### config.mk
export PLATFORM = sky130hd
export DESIGN_NAME = radix_to_ascii_converter
export DESIGN_NICKNAME = d
export VERILOG_FILES = /design/src/sv/r2a_pkg.sv /design/src/sv/r2a_ctrl.sv /design/src/sv/r2a_dpath.sv /design/src/sv/radix_to_ascii_converter.sv
export SDC_FILE = /design/constraint.sdc
export NUM_CORES = 1
export LEC_CHECK = 0
export ABC_AREA = 1
export BUFFER_PORTS_ARGS = -buffer_cell sky130_fd_sc_hd__buf_2
export CORE_MARGIN = 2
export CORE_UTILIZATION = 24
export DETAILED_ROUTE_END_ITERATION = 16
export PLACE_DENSITY = 0.39
export RECOVER_POWER = 25
export REMOVE_ABC_BUFFERS = 1
export SYNTH_ARGS = -nofsm -noshare
export SYNTH_HDL_FRONTEND = slang
export SYNTH_HIERARCHICAL = 1
export SYNTH_SLANG_ARGS = --single-unit
export TNS_END_PERCENT = 1
### constraint.sdc
create_clock -name i_clk -period 40.8 [get_ports i_clk]
set_clock_uncertainty 0.15 [all_clocks]
set_input_delay 8.16 -clock i_clk [delete_from_list [all_inputs] [get_ports i_clk]]
set_output_delay 8.16 -clock i_clk [all_outputs]
set_load 0.01 [all_outputs]
### src/sv/r2a_pkg.sv
// Shared types, constants and the digit-to-ASCII function for the radix to ASCII converter.
package r2a_pkg;

    localparam int unsigned DIGIT_W   = 6;   // holds any digit or base up to 36
    localparam int unsigned DIV_STEPS = 8;   // quotient bits resolved per divider cycle

    localparam logic [DIGIT_W-1:0] RADIX_MIN     = 6'd2;
    localparam logic [DIGIT_W-1:0] RADIX_MAX     = 6'd36;
    localparam logic [DIGIT_W-1:0] RADIX_DEFAULT = 6'd10;

    localparam logic [7:0] CHAR_ZERO    = 8'h30;
    localparam logic [7:0] CHAR_MINUS   = 8'h2D;
    localparam logic [7:0] CHAR_UPPER_A = 8'h41;
    localparam logic [7:0] CHAR_LOWER_A = 8'h61;
    localparam logic [7:0] CHAR_NONE    = 8'h00;

    // Commands from the controller to the datapath
    typedef struct packed {
        logic load;       // take the input word, set up the first division
        logic div_step;   // one divider pass
        logic store;      // write the remainder as a digit, restart the divider
        logic rd;         // fetch the next digit, most significant first
        logic put_sign;   // present '-'
        logic put_digit;  // present the fetched digit
        logic put_empty;  // present the empty marker
    } t_cmd;

    // Status from the datapath to the controller
    typedef struct packed {
        logic reject;     // negative value in a base other than ten
        logic minus;      // negative value in base ten
        logic pass_done;  // current divider pass is the final one for this digit
        logic quot_zero;  // quotient left after the last digit is zero
        logic out_taken;  // output word accepted this cycle
        logic out_last;   // output word carries the last flag
    } t_sts;

    function automatic logic [7:0] digit_char(input logic [DIGIT_W-1:0] d, input logic up);
        logic [7:0] d8;
        d8 = {{(8-DIGIT_W){1'b0}}, d};
        if (d < 6'd10) begin
            return CHAR_ZERO + d8;
        end
        return (up ? CHAR_UPPER_A : CHAR_LOWER_A) + d8 - 8'd10;
    endfunction

endpackage

### src/sv/r2a_ctrl.sv
// Controller state machine for the radix to ASCII converter.
module r2a_ctrl import r2a_pkg::*; (
    input  logic i_clk,
    input  logic i_rst_n,
    input  logic i_in_valid,
    output logic o_in_ready,
    input  t_sts i_sts,
    output t_cmd o_cmd
);

    typedef enum logic [6:0] {
        S_IDLE   = 7'b0000001,
        S_CHECK  = 7'b0000010,
        S_DIVIDE = 7'b0000100,
        S_STORE  = 7'b0001000,
        S_READ   = 7'b0010000,
        S_PUT    = 7'b0100000,
        S_HOLD   = 7'b1000000
    } t_state;

    t_state r_state;
    t_state n_state;

    always_ff @(posedge i_clk) begin
        if (!i_rst_n) begin
            r_state <= S_IDLE;
        end else begin
            r_state <= n_state;
        end
    end

    always_comb begin
        n_state    = r_state;
        o_cmd      = '0;
        o_in_ready = 1'b0;
        unique case (r_state)
            S_IDLE: begin
                o_in_ready = 1'b1;
                if (i_in_valid) begin
                    o_cmd.load = 1'b1;
                    n_state    = S_CHECK;
                end
            end
            S_CHECK: begin
                if (i_sts.reject) begin
                    o_cmd.put_empty = 1'b1;
                    n_state         = S_HOLD;
                end else begin
                    n_state = S_DIVIDE;
                end
            end
            S_DIVIDE: begin
                o_cmd.div_step = 1'b1;
                if (i_sts.pass_done) begin
                    n_state = S_STORE;
                end
            end
            S_STORE: begin
                o_cmd.store = 1'b1;
                if (!i_sts.quot_zero) begin
                    n_state = S_DIVIDE;
                end else if (i_sts.minus) begin
                    o_cmd.put_sign = 1'b1;
                    n_state        = S_HOLD;
                end else begin
                    n_state = S_READ;
                end
            end
            S_READ: begin
                o_cmd.rd = 1'b1;
                n_state  = S_PUT;
            end
            S_PUT: begin
                o_cmd.put_digit = 1'b1;
                n_state         = S_HOLD;
            end
            S_HOLD: begin
                if (i_sts.out_taken) begin
                    n_state = i_sts.out_last ? S_IDLE : S_READ;
                end
            end
            default: begin
                n_state = S_IDLE;
            end
        endcase
    end

endmodule

### src/sv/r2a_dpath.sv
// Datapath: input registers, digit divider, digit store and output register.
module r2a_dpath import r2a_pkg::*; #(
    parameter int unsigned VALUE_BITS = 32
) (
    input  logic                         i_clk,
    input  logic                         i_rst_n,
    input  logic signed [VALUE_BITS-1:0] i_number,
    input  logic [7:0]                   i_radix,
    input  logic                         i_upper_case,
    input  t_cmd                         i_cmd,
    output t_sts                         o_sts,
    output logic                         o_out_valid,
    input  logic                         i_out_ready,
    output logic [7:0]                   o_character,
    output logic                         o_last,
    output logic                         o_empty_res
);

    localparam int unsigned DIV_PASSES = (VALUE_BITS + DIV_STEPS - 1) / DIV_STEPS;
    localparam int unsigned PAD_BITS   = DIV_PASSES * DIV_STEPS;
    localparam int unsigned PASS_W     = (DIV_PASSES > 1) ? $clog2(DIV_PASSES) : 1;
    localparam int unsigned ADDR_W     = $clog2(VALUE_BITS);

    logic [VALUE_BITS-1:0] mag;
    logic                  neg;
    logic [DIGIT_W-1:0]    base_eff;

    logic [DIGIT_W-1:0]  r_base;
    logic                r_upper;
    logic                r_reject;
    logic                r_minus;
    logic [PAD_BITS-1:0] r_quo;
    logic [PAD_BITS-1:0] n_quo;
    logic [DIGIT_W-1:0]  r_rem;
    logic [DIGIT_W-1:0]  n_rem;
    logic [PASS_W-1:0]   r_pass;
    logic [ADDR_W-1:0]   r_cnt;
    logic [ADDR_W-1:0]   rd_addr;
    logic [DIGIT_W-1:0]  r_rd;

    logic [DIGIT_W-1:0]  r_mem [VALUE_BITS];

    logic [DIGIT_W-1:0]  c_rem;
    logic [DIGIT_W:0]    c_part;
    logic [PAD_BITS-1:0] c_quo;

    logic                r_out_valid;
    logic [7:0]          r_char;
    logic                r_last;
    logic                r_empty;

    assign neg      = i_number[VALUE_BITS-1];
    assign mag      = neg ? (~$unsigned(i_number) + 1'b1) : $unsigned(i_number);
    assign base_eff = (i_radix < {2'b00, RADIX_MIN} || i_radix > {2'b00, RADIX_MAX})
                      ? RADIX_DEFAULT : i_radix[DIGIT_W-1:0];
    assign rd_addr  = r_cnt - 1'b1;

    // Restoring division, several quotient bits per pass; quotient shifts in behind dividend
    always_comb begin
        c_rem  = r_rem;
        c_quo  = r_quo;
        c_part = '0;
        for (int k = 0; k < DIV_STEPS; k++) begin
            c_part = {c_rem, c_quo[PAD_BITS-1]};
            c_quo  = {c_quo[PAD_BITS-2:0], 1'b0};
            if (c_part >= {1'b0, r_base}) begin
                c_part   = c_part - {1'b0, r_base};
                c_quo[0] = 1'b1;
            end
            c_rem = c_part[DIGIT_W-1:0];
        end
        n_rem = c_rem;
        n_quo = c_quo;
    end

    always_ff @(posedge i_clk) begin
        if (i_cmd.load) begin
            r_base   <= base_eff;
            r_upper  <= i_upper_case;
            r_reject <= neg && (base_eff != RADIX_DEFAULT);
            r_minus  <= neg && (base_eff == RADIX_DEFAULT);
            r_quo    <= PAD_BITS'(mag);
        end else if (i_cmd.div_step) begin
            r_quo <= n_quo;
        end
    end

    always_ff @(posedge i_clk) begin
        if (!i_rst_n) begin
            r_rem  <= '0;
            r_pass <= '0;
            r_cnt  <= '0;
        end else begin
            if (i_cmd.load || i_cmd.store) begin
                r_rem  <= '0;
                r_pass <= '0;
            end else if (i_cmd.div_step) begin
                r_rem  <= n_rem;
                r_pass <= r_pass + 1'b1;
            end
            if (i_cmd.load) begin
                r_cnt <= '0;
            end else if (i_cmd.store) begin
                r_cnt <= r_cnt + 1'b1;
            end else if (i_cmd.rd) begin
                r_cnt <= rd_addr;
            end
        end
    end

    // Digit store: least significant digit written first, read back in reverse
    always_ff @(posedge i_clk) begin
        if (i_cmd.store) begin
            r_mem[r_cnt] <= r_rem;
        end
        if (i_cmd.rd) begin
            r_rd <= r_mem[rd_addr];
        end
    end

    always_ff @(posedge i_clk) begin
        if (!i_rst_n) begin
            r_out_valid <= 1'b0;
        end else if (i_cmd.put_sign || i_cmd.put_digit || i_cmd.put_empty) begin
            r_out_valid <= 1'b1;
        end else if (i_out_ready) begin
            r_out_valid <= 1'b0;
        end
    end

    always_ff @(posedge i_clk) begin
        if (i_cmd.put_sign) begin
            r_char  <= CHAR_MINUS;
            r_last  <= 1'b0;
            r_empty <= 1'b0;
        end else if (i_cmd.put_digit) begin
            r_char  <= digit_char(r_rd, r_upper);
            r_last  <= (r_cnt == '0);
            r_empty <= 1'b0;
        end else if (i_cmd.put_empty) begin
            r_char  <= CHAR_NONE;
            r_last  <= 1'b1;
            r_empty <= 1'b1;
        end
    end

    assign o_sts.reject    = r_reject;
    assign o_sts.minus     = r_minus;
    assign o_sts.pass_done = (r_pass == PASS_W'(DIV_PASSES - 1));
    assign o_sts.quot_zero = (r_quo == '0);
    assign o_sts.out_taken = r_out_valid && i_out_ready;
    assign o_sts.out_last  = r_last;

    assign o_out_valid = r_out_valid;
    assign o_character = r_char;
    assign o_last      = r_last;
    assign o_empty_res = r_empty;

endmodule

### src/sv/radix_to_ascii_converter.sv
// Top level of the radix to ASCII converter.
// Converts a signed integer to ASCII in base 2..36 (other bases mean ten), most significant
// character first, one character per output word, last flag on the final one. A negative
// value gets a leading '-' in base ten; in any other base it gives one word with empty_res
// set and character zero. One number is handled at a time: an input word is taken only when
// the previous number's final word has gone. Each digit is worked out in the shared divider
// (eight quotient bits a cycle), and each character then passes through the digit store read
// port and the output register.
module radix_to_ascii_converter import r2a_pkg::*; #(
    parameter int unsigned VALUE_BITS = 32
) (
    input  logic                         i_clk,
    input  logic                         i_rst_n,
    input  logic                         i_in_valid,
    output logic                         o_in_ready,
    input  logic signed [VALUE_BITS-1:0] i_number,
    input  logic [7:0]                   i_radix,
    input  logic                         i_upper_case,
    output logic                         o_out_valid,
    input  logic                         i_out_ready,
    output logic [7:0]                   o_character,
    output logic                         o_last,
    output logic                         o_empty_res
);

    t_cmd cmd;
    t_sts sts;

    r2a_ctrl u_ctrl (
        .i_clk      (i_clk),
        .i_rst_n    (i_rst_n),
        .i_in_valid (i_in_valid),
        .o_in_ready (o_in_ready),
        .i_sts      (sts),
        .o_cmd      (cmd)
    );

    r2a_dpath #(
        .VALUE_BITS (VALUE_BITS)
    ) u_dpath (
        .i_clk        (i_clk),
        .i_rst_n      (i_rst_n),
        .i_number     (i_number),
        .i_radix      (i_radix),
        .i_upper_case (i_upper_case),
        .i_cmd        (cmd),
        .o_sts        (sts),
        .o_out_valid  (o_out_valid),
        .i_out_ready  (i_out_ready),
        .o_character  (o_character),
        .o_last       (o_last),
        .o_empty_res  (o_empty_res)
    );

endmodule

Word-level counts from Yosys, hierarchy flattened
Memories as Yosys holds them, arrays and structs flattened. A register that Yosys moved wholly into a read port is not among the register bits.
Cells that the tools add are included.

operators by class
  add/sub/neg operators = 15
  multipliers = 0
  divide/modulo/power cells = 0
  magnitude comparators = 11
  eq/ne operators = 13
  shifts and indexed selects = 0
  multiplexer cells = 56
  bitwise operators = 2
  reduce and logical (&&, ||, !) cells = 17

operators with widths
  kind                                                                              number
  32-bit two-way mux                                                                3
  6-bit two-way mux                                                                 10
  7-bit by 6-bit greater-or-equal comparator with 1-bit output                      8
  7-bit one-hot mux with 7 select lines                                             1
  6-bit subtractor                                                                  8
  7-bit two-way mux                                                                 6
  32-bit by 1-bit adder with 32-bit output (second input constant)                  1
  32-bit logical NOT                                                                1
  8-bit two-way mux                                                                 4
  32-bit inverter                                                                   1
  1-bit two-way mux                                                                 29
  5-bit two-way mux                                                                 3
  8-bit by 6-bit adder with 8-bit output                                            1
  8-bit by 6-bit greater-than comparator with 1-bit output (second input constant)  1
  8-bit by 2-bit < comparator with 1-bit output (second input constant)             1
  2-bit nonzero test                                                                4
  8-bit by 4-bit subtractor with 8-bit output (second input constant)               1
  6-bit by 6-bit adder with 7-bit output (first input constant)                     1
  7-bit by 1-bit equality test with 1-bit output (second input constant)            1
  7-bit by 2-bit equality test with 1-bit output (second input constant)            1
  7-bit by 3-bit equality test with 1-bit output (second input constant)            1
  7-bit by 4-bit equality test with 1-bit output (second input constant)            1
  7-bit by 5-bit equality test with 1-bit output (second input constant)            1
  7-bit by 6-bit equality test with 1-bit output (second input constant)            1
  15 further kinds                                                                  24

word-level totals
  flip-flop bits (word level) = 72
  bits in latches = 0
  RAM bits = 192
  memory bits (read-only) = 0
  output and inout port bits = 12
  memories kept = 1

memories
  memory         depth  bits a word  read ports  clocked after Yosys merged registers in  wr ports  line             text
  u_dpath.r_mem  32     6            1           1                                        1         r2a_dpath.sv:41  logic [DIGIT_W-1:0] r_mem [VALUE_BITS];

Depth between registers and ports, before layout
Gate-level depths: netlist of the first run.

  depth after elaboration = 18
  gate-level depth with buffers = 90
  depth with buffers taken out = 89

Hierarchy
Netlist of the first run, hierarchy kept.

by module, submodules not included
  module     times used  cells an instance  area an instance (sq um)
  r2a_dpath  1           1435               14271.2
  r2a_ctrl   1           81                 484.2

Least setup slack after synthesis of the first run
Ideal clock, no wire load.

  kind = flip-flop to flip-flop
  from = register u_dpath.r_rem[4]
  to = register u_dpath.r_rem[1]
  data arrival time = 12479 ps
  data required time = 40526 ps
  path slack = 28046 ps
  cell stages (with the launch flop) = 86
  path buffers = 1
  period minus slack after synthesis = 12754 ps
  cell sequence = dfxtp_1 -> ha_1 -> inv_1 -> nor2_1 -> a21oi_1 -> nand3_2 -> buf_6 -> o21ai_0 -> inv_1 -> ha_1 -> nand3b_1 -> nand3_1 -> nand2_1 -> nand2_1 -> inv_1 -> nand2_1 -> nor2_4 -> nand2_1 -> [50 not listed] -> o21bai_1 -> a221oi_1 -> inv_1 -> nor2_2 -> nand3_1 -> nand2_1 -> inv_1 -> ha_1 -> a21oi_1 -> nand2_1 -> a21oi_1 -> o21bai_1 -> a221oi_1 -> inv_1 -> nor2_2 -> nand3_1 -> nand3_1 -> a21oi_1

on the way
  longest elaborated chain between the ends = 16
  elaborated cells on any way between the ends = 24
  those cells by class = 8 x add/sub; 8 x order compare; 8 x mux

ends and longest elaborated chain
  item                                                                                              line                              text
  start: declaration                                                                                r2a_dpath.sv:34                   logic [DIGIT_W-1:0] r_rem;
  start signal: assignment                                                                          r2a_dpath.sv:98                   r_rem <= n_rem;
  6-bit subtractor or 7-bit by 6-bit greater-or-equal comparator with 1-bit output (tied branches)  r2a_dpath.sv:67, r2a_dpath.sv:66
  6-bit two-way mux (*)                                                                             r2a_dpath.sv:66                   if (c_part >= {1'b0, r_base}) begin
  7-bit by 6-bit greater-or-equal comparator with 1-bit output or 6-bit subtractor (tied branches)  r2a_dpath.sv:66, r2a_dpath.sv:67
  6-bit two-way mux (*)                                                                             r2a_dpath.sv:66
  6-bit subtractor or 7-bit by 6-bit greater-or-equal comparator with 1-bit output (tied branches)  r2a_dpath.sv:67, r2a_dpath.sv:66
  6-bit two-way mux (*)                                                                             r2a_dpath.sv:66
  6-bit subtractor or 7-bit by 6-bit greater-or-equal comparator with 1-bit output (tied branches)  r2a_dpath.sv:67, r2a_dpath.sv:66
  6-bit two-way mux (*)                                                                             r2a_dpath.sv:66
  6-bit subtractor or 7-bit by 6-bit greater-or-equal comparator with 1-bit output (tied branches)  r2a_dpath.sv:67, r2a_dpath.sv:66
  6-bit two-way mux (*)                                                                             r2a_dpath.sv:66
  6-bit subtractor or 7-bit by 6-bit greater-or-equal comparator with 1-bit output (tied branches)  r2a_dpath.sv:67, r2a_dpath.sv:66
  6-bit two-way mux (*)                                                                             r2a_dpath.sv:66
  7-bit by 6-bit greater-or-equal comparator with 1-bit output or 6-bit subtractor (tied branches)  r2a_dpath.sv:66, r2a_dpath.sv:67
  6-bit two-way mux (*)                                                                             r2a_dpath.sv:66
  6-bit subtractor or 7-bit by 6-bit greater-or-equal comparator with 1-bit output (tied branches)  r2a_dpath.sv:67, r2a_dpath.sv:66
  6-bit two-way mux (*)                                                                             r2a_dpath.sv:66

Mark *: on every way between the ends. The rest lies on a longest branch, timed or not.
A chain may end at the register's enable or synchronous reset.

Worst setup path in the final report of the first run
  from = register u_dpath.r_rem[0]
  to = register u_dpath.r_rem[4]

on the way
  longest elaborated chain between the ends = 16
  elaborated cells on any way between the ends = 24
  those cells by class = 8 x add/sub; 8 x order compare; 8 x mux

ends and longest elaborated chain
  item                                                                                              line
  6-bit subtractor or 7-bit by 6-bit greater-or-equal comparator with 1-bit output (tied branches)  r2a_dpath.sv:67, r2a_dpath.sv:66
  6-bit two-way mux (*)                                                                             r2a_dpath.sv:66
  6-bit subtractor or 7-bit by 6-bit greater-or-equal comparator with 1-bit output (tied branches)  r2a_dpath.sv:67, r2a_dpath.sv:66
  6-bit two-way mux (*)                                                                             r2a_dpath.sv:66
  6-bit subtractor or 7-bit by 6-bit greater-or-equal comparator with 1-bit output (tied branches)  r2a_dpath.sv:67, r2a_dpath.sv:66
  6-bit two-way mux (*)                                                                             r2a_dpath.sv:66
  6-bit subtractor or 7-bit by 6-bit greater-or-equal comparator with 1-bit output (tied branches)  r2a_dpath.sv:67, r2a_dpath.sv:66
  6-bit two-way mux (*)                                                                             r2a_dpath.sv:66
  6-bit subtractor or 7-bit by 6-bit greater-or-equal comparator with 1-bit output (tied branches)  r2a_dpath.sv:67, r2a_dpath.sv:66
  6-bit two-way mux (*)                                                                             r2a_dpath.sv:66
  7-bit by 6-bit greater-or-equal comparator with 1-bit output or 6-bit subtractor (tied branches)  r2a_dpath.sv:66, r2a_dpath.sv:67
  6-bit two-way mux (*)                                                                             r2a_dpath.sv:66
  6-bit subtractor or 7-bit by 6-bit greater-or-equal comparator with 1-bit output (tied branches)  r2a_dpath.sv:67, r2a_dpath.sv:66
  6-bit two-way mux (*)                                                                             r2a_dpath.sv:66
  6-bit subtractor or 7-bit by 6-bit greater-or-equal comparator with 1-bit output (tied branches)  r2a_dpath.sv:67, r2a_dpath.sv:66
  6-bit two-way mux (*)                                                                             r2a_dpath.sv:66

Marks and branches as above.

==> results of run 1 <==
-- worst min-delay path by stage --
stage | slack, ps | endpoint | from
6_report | 310 | u_dpath/o_character[6] | u_dpath/o_character[6]
3_3_place_gp | 280 | u_dpath/o_character[6] | u_dpath/o_character[6]
5_1_grt | 330 | u_dpath/r_pass[1] | u_dpath/r_pass[1]
4_1_cts | 320 | u_dpath/o_character[6] | u_dpath/o_character[6]
3_5_place_dp | 310 | u_dpath/o_character[6] | u_dpath/o_character[6]
2_1_floorplan | 290 | u_dpath/r_pass[1] | u_dpath/r_pass[1]
-- registers in the layout, indices dropped and copies added (netlist names), 2 cells and up --
register             count
u_dpath/r_mem          192
u_dpath/r_quo           32
u_dpath/o_character      8
u_ctrl/r_state           7
u_dpath/r_base           6
u_dpath/r_rd             6
u_dpath/r_rem            6
u_dpath/r_cnt            5
u_dpath/r_pass           2
-- metrics by stage --
stage                     hold WS (ps)  setup WS (ps)
after floorplan                  294.6          28070
after global placement           284.1          26510
after detailed placement         307.0          25990
after CTS                        315.8          25920
after global routing             327.3          23960
final                            312.8          25790
-- kinds of logic (layout without fill, tap and decap cells) --
family	count (synthesis)	count (layout)
and+or+nand+nor	596	596
AOI/OAI and AO/OA	285	285
DFF	270	270
buffers and inverters	207	286
adders and majority gates	73	73
xor gates and xnor gates	61	61
muxes	24	24
-- cells in the mapped netlist, types with 2 or more instances --
| cell | n | area share (%) |
|---|---|---|
| edfxtp_1 | 239 | 49 |
| nand2_1 | 239 | 6.1 |
| nor2_1 | 212 | 5.4 |
| inv_1 | 147 | 3.7 |
| o21ai_0 | 119 | 4.0 |
| ha_1 | 64 | 5.4 |
| nand3_1 | 61 | 2.1 |
| a21oi_1 | 56 | 1.9 |
| clkbuf_1 | 46 | 1.2 |
| xor2_1 | 34 | 2.0 |
| dfxtp_1 | 31 | 4.2 |
| xnor2_1 | 27 | 1.6 |
| o221ai_1 | 26 | 1.5 |
| mux2i_1 | 24 | 1.6 |
| o211ai_1 | 24 | 1.2 |
| o32ai_1 | 23 | 1.4 |
| nor3_1 | 15 | 0.51 |
| nand4_1 | 14 | 0.59 |
| nor4_1 | 13 | 0.55 |
| a31oi_1 | 12 | 0.51 |
| fa_1 | 9 | 1.2 |
| nor2_2 | 9 | 0.38 |
| nand2_2 | 6 | 0.25 |
| nand3_4 | 6 | 0.71 |
| nand2_4 | 5 | 0.38 |
| clkinv_1 | 4 | 0.10 |
| inv_2 | 4 | 0.10 |
| nand3b_1 | 4 | 0.20 |
| o21bai_1 | 4 | 0.20 |
| a221oi_1 | 3 | 0.18 |
| buf_4 | 3 | 0.15 |
| nand3_2 | 3 | 0.20 |
| nor2_4 | 3 | 0.23 |
| o31ai_1 | 3 | 0.15 |
| a21o_1 | 2 | 0.10 |
| nor3b_1 | 2 | 0.10 |
| o21a_1 | 2 | 0.10 |
| o41ai_1 | 2 | 0.12 |
-- layout make-up --
type	instances	area [µm²]	share of cell area, %
inverter	155	581.8	3.424
multi-input combinational	1039	6163	36.27
clock inverter	17	176.4	1.038
clock buffer	43	915.9	5.390
sequential	270	7801	45.91
tap	782	978.4	5.758
timing repair buffer	71	374.1	2.202
-- layer usage --
metal  part of all wire [%]  up-vias  GRT usage (%)  wire length (µm)
met4                    1.7        0          3.161               700
met5                      0        -              0                 0
met1                     47     5244          16.90             18990
met3                    2.7       51          1.754              1101
li1                       -     5442              -                 -
met2                     49      134          21.88             19600
-- critical path: cells and delay by family, from the launching register on --
family | cells | cell delay, ps
AOI/OAI and AO/OA | 27 | 5690
and+or+nand+nor | 31 | 3520
buffers and inverters | 14 | 2150
adders and majority gates | 8 | 2990
DFF | 1 | 330
==> results_dict.tcl, run 1 <==
set metrics [dict create \
    outcome "finished with violations" \
    violations "capacitance limit, slew limit" \
    hpwl_um 27330 \
    yosysWarnings 6 \
    die_h_um 252.0 \
    drv_cap 5 \
    crit_path_start_kind "flip-flop" \
    post_cts_buffers 0 \
    final_cells 2377 \
    synth_compound_area_share_pct 11.98 \
    setup-tns-final_ps 0 \
    core-area_um2 60580 \
    via_count 10870 \
    synth_edf_count 239 \
    wire_per_inst_um 16.99 \
    worstPathRequired_ps 41040 \
    hp-class "flip-flop to flip-flop" \
    dp.cells 2317 \
    nets 1689 \
    cts_hold_buf 0 \
    rsz0062_at_grt "false" \
    die_w_um 252.0 \
    period_share_pct 36.78 \
    drtAntennaViolNets 0 \
    synthAdderAreaFrac_pct 6.648 \
    gp_congestion 0.8565 \
    hold-path-cell-count 2 \
    startpoint "u_dpath/r_rem[0]" \
    ys_types 54 \
    cts-htree-levels 2 \
    core.rowCount 90 \
    postLayoutCoreUtil_pct 28.05 \
    area_delta_synth_final_pct 15.15 \
    cts_resized 0 \
    finalCriticalPeriod_ps 15010 \
    wl_um 40380 \
    r2r.worst_path.cells 80 \
    max_stage_delay_ps 1250 \
    synth_ff_type "edfxtp_1" \
    grt_max_degree 63 \
    clk_pin_slew_worst_paths_ps 60 \
    drcViolationCount 0 \
    maxSlewHeadroom_pct -19.07 \
    grt_overflow 0 \
    cts_inserted_buffers 34 \
    worstSetupPathType "flip-flop to flip-flop" \
    ios 57 \
    synth-simple-area-share_pct 17.88 \
    r2r_slack_ps 25790 \
    cts.sinks 270 \
    drv_slew 177 \
    synth_mux_area_share_pct 1.628 \
    arrival_ps 15240 \
    grt_pass1_vias 10760 \
    synthArstFlopShare_pct 0 \
    synth_top_family_by_area "simple AND/OR/NAND/NOR gates" \
    synthesis.area_um2 14760 \
    fmax_mhz 66.64 \
    synth_xor_xnor_area_share_pct 3.621 \
    cts-root-buf "clkbuf_16" \
    finalHoldViolCount 0 \
    dr.pass1.iters 5 \
    antenna_found_initial 0 \
    post_dp_cell_area_um2 15920 \
    io_buffers 56 \
    cts_buffer_depth 3 \
    ys_ff_latch 270 \
    avgSynthCellArea_um2 9.733 \
    postSynthCellCount 1516 \
    nFillCells 6407 \
    reg2reg_from "u_dpath/r_rem[0]" \
    cp-end-kind "flip-flop" \
    seq_area_frac_synth_pct 52.84 \
    die_area_um2 63480 \
    mostFrequentLayoutCells "239 x nand2_1, 239 x edfxtp_1, 212 x nor2_1, 146 x inv_1, 119 x o21ai_0" \
    n_antenna_cell 0 \
    grt_first_pass_wirelength_um 62710 \
    initial_utilization_pct 24.36 \
    grt_usage_pct 12.75 \
    final-setup-viol-count 0 \
    crit_fanout 35 \
    final_area_um2 16990 \
    drt_iter0_drc 629 \
    drive_gt1_share_pct 9.781 \
    crit_top_cell "nand2_1" \
    crit_end "u_dpath/r_rem[4]" \
    vias_per_cell 4.573 \
    clkLatencyLatePin_ps 540 \
    cts_tree "done" \
    cp_slowest_cell "clkbuf_1" \
    tightestPinTransition_ps 1786 \
    r2r-end "u_dpath/r_rem[4]" \
]
Power of run 1 is not shown: default switching activity piles up to over one toggle a cycle in this logic, so the estimate is an artifact.
==> inputs of run 2 (changes only) <==
==> constraint.sdc (replaced) <==
create_clock -name i_clk -period 15.6 [get_ports i_clk]
set_clock_uncertainty 0.15 [all_clocks]
set_input_delay 3.12 -clock i_clk [delete_from_list [all_inputs] [get_ports i_clk]]
set_output_delay 3.12 -clock i_clk [all_outputs]
set_load 0.01 [all_outputs]
==> results_dict.tcl, run 2 (synthesis gave the netlist of run 1 again) <==
set metrics [dict create \
    hp-start "u_dpath/o_character[6]" \
    initial_utilization_pct 24.36 \
    finalHoldViolCount 0 \
    crit_fanout 11 \
    final-setup-viol-count 0 \
    wire_per_inst_um 16.90 \
    drv_slew 106 \
    cts_hold_buf 0 \
    drtAntennaViolNets 0 \
    vias_per_cell 4.578 \
    worstPathRequired_ps 15890 \
    nFillCells 6411 \
    dr.pass1.iters 5 \
    reg2reg_from "u_dpath/r_base[2]" \
    gp_congestion 0.8558 \
    r2r-end "u_dpath/r_rem[4]" \
    outcome "finished with violations" \
    path_buf_inv 15 \
    drv_cap 3 \
    setup-tns-final_ps 0 \
    top_usage_layer "met2" \
    finalWorstSetupSlack_ps 1585 \
    n_antenna_cell 0 \
    cts_tree "done" \
    drive_gt1_share_pct 10.26 \
    cts_inserted_buffers 31 \
    finalCriticalPeriod_ps 14020 \
    hp-class "flip-flop to flip-flop" \
    rsz0062_at_grt "false" \
    final-seq-area_um2 7801 \
    die_area_um2 63480 \
    cts-root-buf "clkbuf_16" \
    drcViolationCount 0 \
    worstSetupPathType "flip-flop to flip-flop" \
    crit_top_cell "nand2_1" \
    r2r.worst_path.cells 86 \
    fmax_mhz 71.35 \
    tightestPinTransition_ps 1749 \
    cts-htree-levels 1 \
    top_register "u_dpath/r_mem" \
    grt_usage_pct 12.57 \
    grt_pass1_vias 10800 \
    grt_overflow 0 \
    crit_path_start_kind "flip-flop" \
    grt_first_pass_wirelength_um 62650 \
    largest_reg_flops 192 \
    area_delta_synth_final_pct 14.74 \
    clk_pin_slew_worst_paths_ps 60 \
    grt_max_degree 63 \
    dp_worst_setup_slack_ps 756.7 \
    cp-end-kind "flip-flop" \
    hold-path-cell-count 2 \
    r2r_slack_ps 1580 \
    ios 57 \
    grt_use_met1_pct 16.62 \
    period_share_pct 89.84 \
    cts.sinks 270 \
    crit_family "compound AO/OA/AOI/OAI gates" \
    multiInputGateArea_um2 6180 \
    drt_iter0_drc 652 \
    arrival_ps 14310 \
    max_stage_delay_ps 460 \
    nets 1692 \
    hpwl_um 27430 \
    core-area_um2 60580 \
    wl_um 40240 \
    core.rowCount 90 \
    antenna_found_initial 0 \
    via_count 10900 \
    grtUsageMet3_pct 1.496 \
    whs_endpoint "u_dpath/o_character[6]" \
    clkLatencyLatePin_ps 590 \
    die_h_um 252.0 \
    die_w_um 252.0 \
    mostFrequentLayoutCells "239 x nand2_1, 239 x edfxtp_1, 212 x nor2_1, 144 x inv_1, 116 x o21ai_0" \
    io_buffers 56 \
    met2_usage_pct 21.82 \
    violations "capacitance limit, slew limit" \
    cts_buffer_depth 3 \
    maxSlewHeadroom_pct -16.61 \
    cp_slowest_cell "ha_1" \
]
## run 2: cell count changes in the layout (fill, tap and decap cells not counted), sizes merged
cell,change
clkbuf,-2
inv,-4
buf,+8
clkinvlp,+4
bufinv,-2
## run 2: how the worst max path moves through the flow
stage,start,end,slack [ps],cells after the start
2_1_floorplan,u_dpath/r_rem[4],u_dpath/r_rem[1],2870,84
3_3_place_gp,u_dpath/r_base[1],u_dpath/r_rem[3],1320,82
3_5_place_dp,u_dpath/r_base[1],u_dpath/r_rem[3],760,84
4_1_cts,u_dpath/r_base[1],u_dpath/r_rem[3],670,84
5_1_grt,u_dpath/r_base[2],u_dpath/r_rem[5],60,85
6_report,u_dpath/r_base[2],u_dpath/r_rem[4],1580,86
## run 2: metrics by stage
step,cells,cell area (µm²),utilization [%],hold WS [ps]
2_1_floorplan,1464,14540,-,294.6
3_3_place_gp,2320,15940,26.31,284.2
3_5_place_dp,2320,15940,26.31,295.9
4_1_cts,2378,16900,27.89,314.9
5_1_grt,2381,16930,27.95,329.6
6_report,2381,16930,27.95,308.0
## run 2: cell type report
cell class	instances	area share [%]
Timing Repair Buffer	77	2.520
Multi-Input combinational cell	1039	36.50
Clock inverter	15	0.6725
Tap cell	782	5.779
Clock buffer	43	4.966
Sequential cell	270	46.08
Inverter	155	3.481
## run 2: what timing repair did
item	CTS	global route
resized for setup	0	9
setup buffers	0	3
setup endpoints to repair	0	7
## run 2: worst register-to-register path, delay by kind of cell, from the launching register on
kind | cells | cell delay (ps)
flip-flops | 1 | 380
buffers and inverters | 15 | 1300
AND/OR/NAND/NOR | 35 | 3900
adder cells (fa/ha/maj) | 8 | 2820
AO/OA/AOI/OAI | 28 | 5330
## run 2: routing by layer
metal  share of wire (%)  up-vias
met2                  48      161
met4                 2.1        0
li1                    -     5441
met3                 2.7       48
met5                   0        -
met1                  47     5251
Power of run 2 is left out for the same reason.
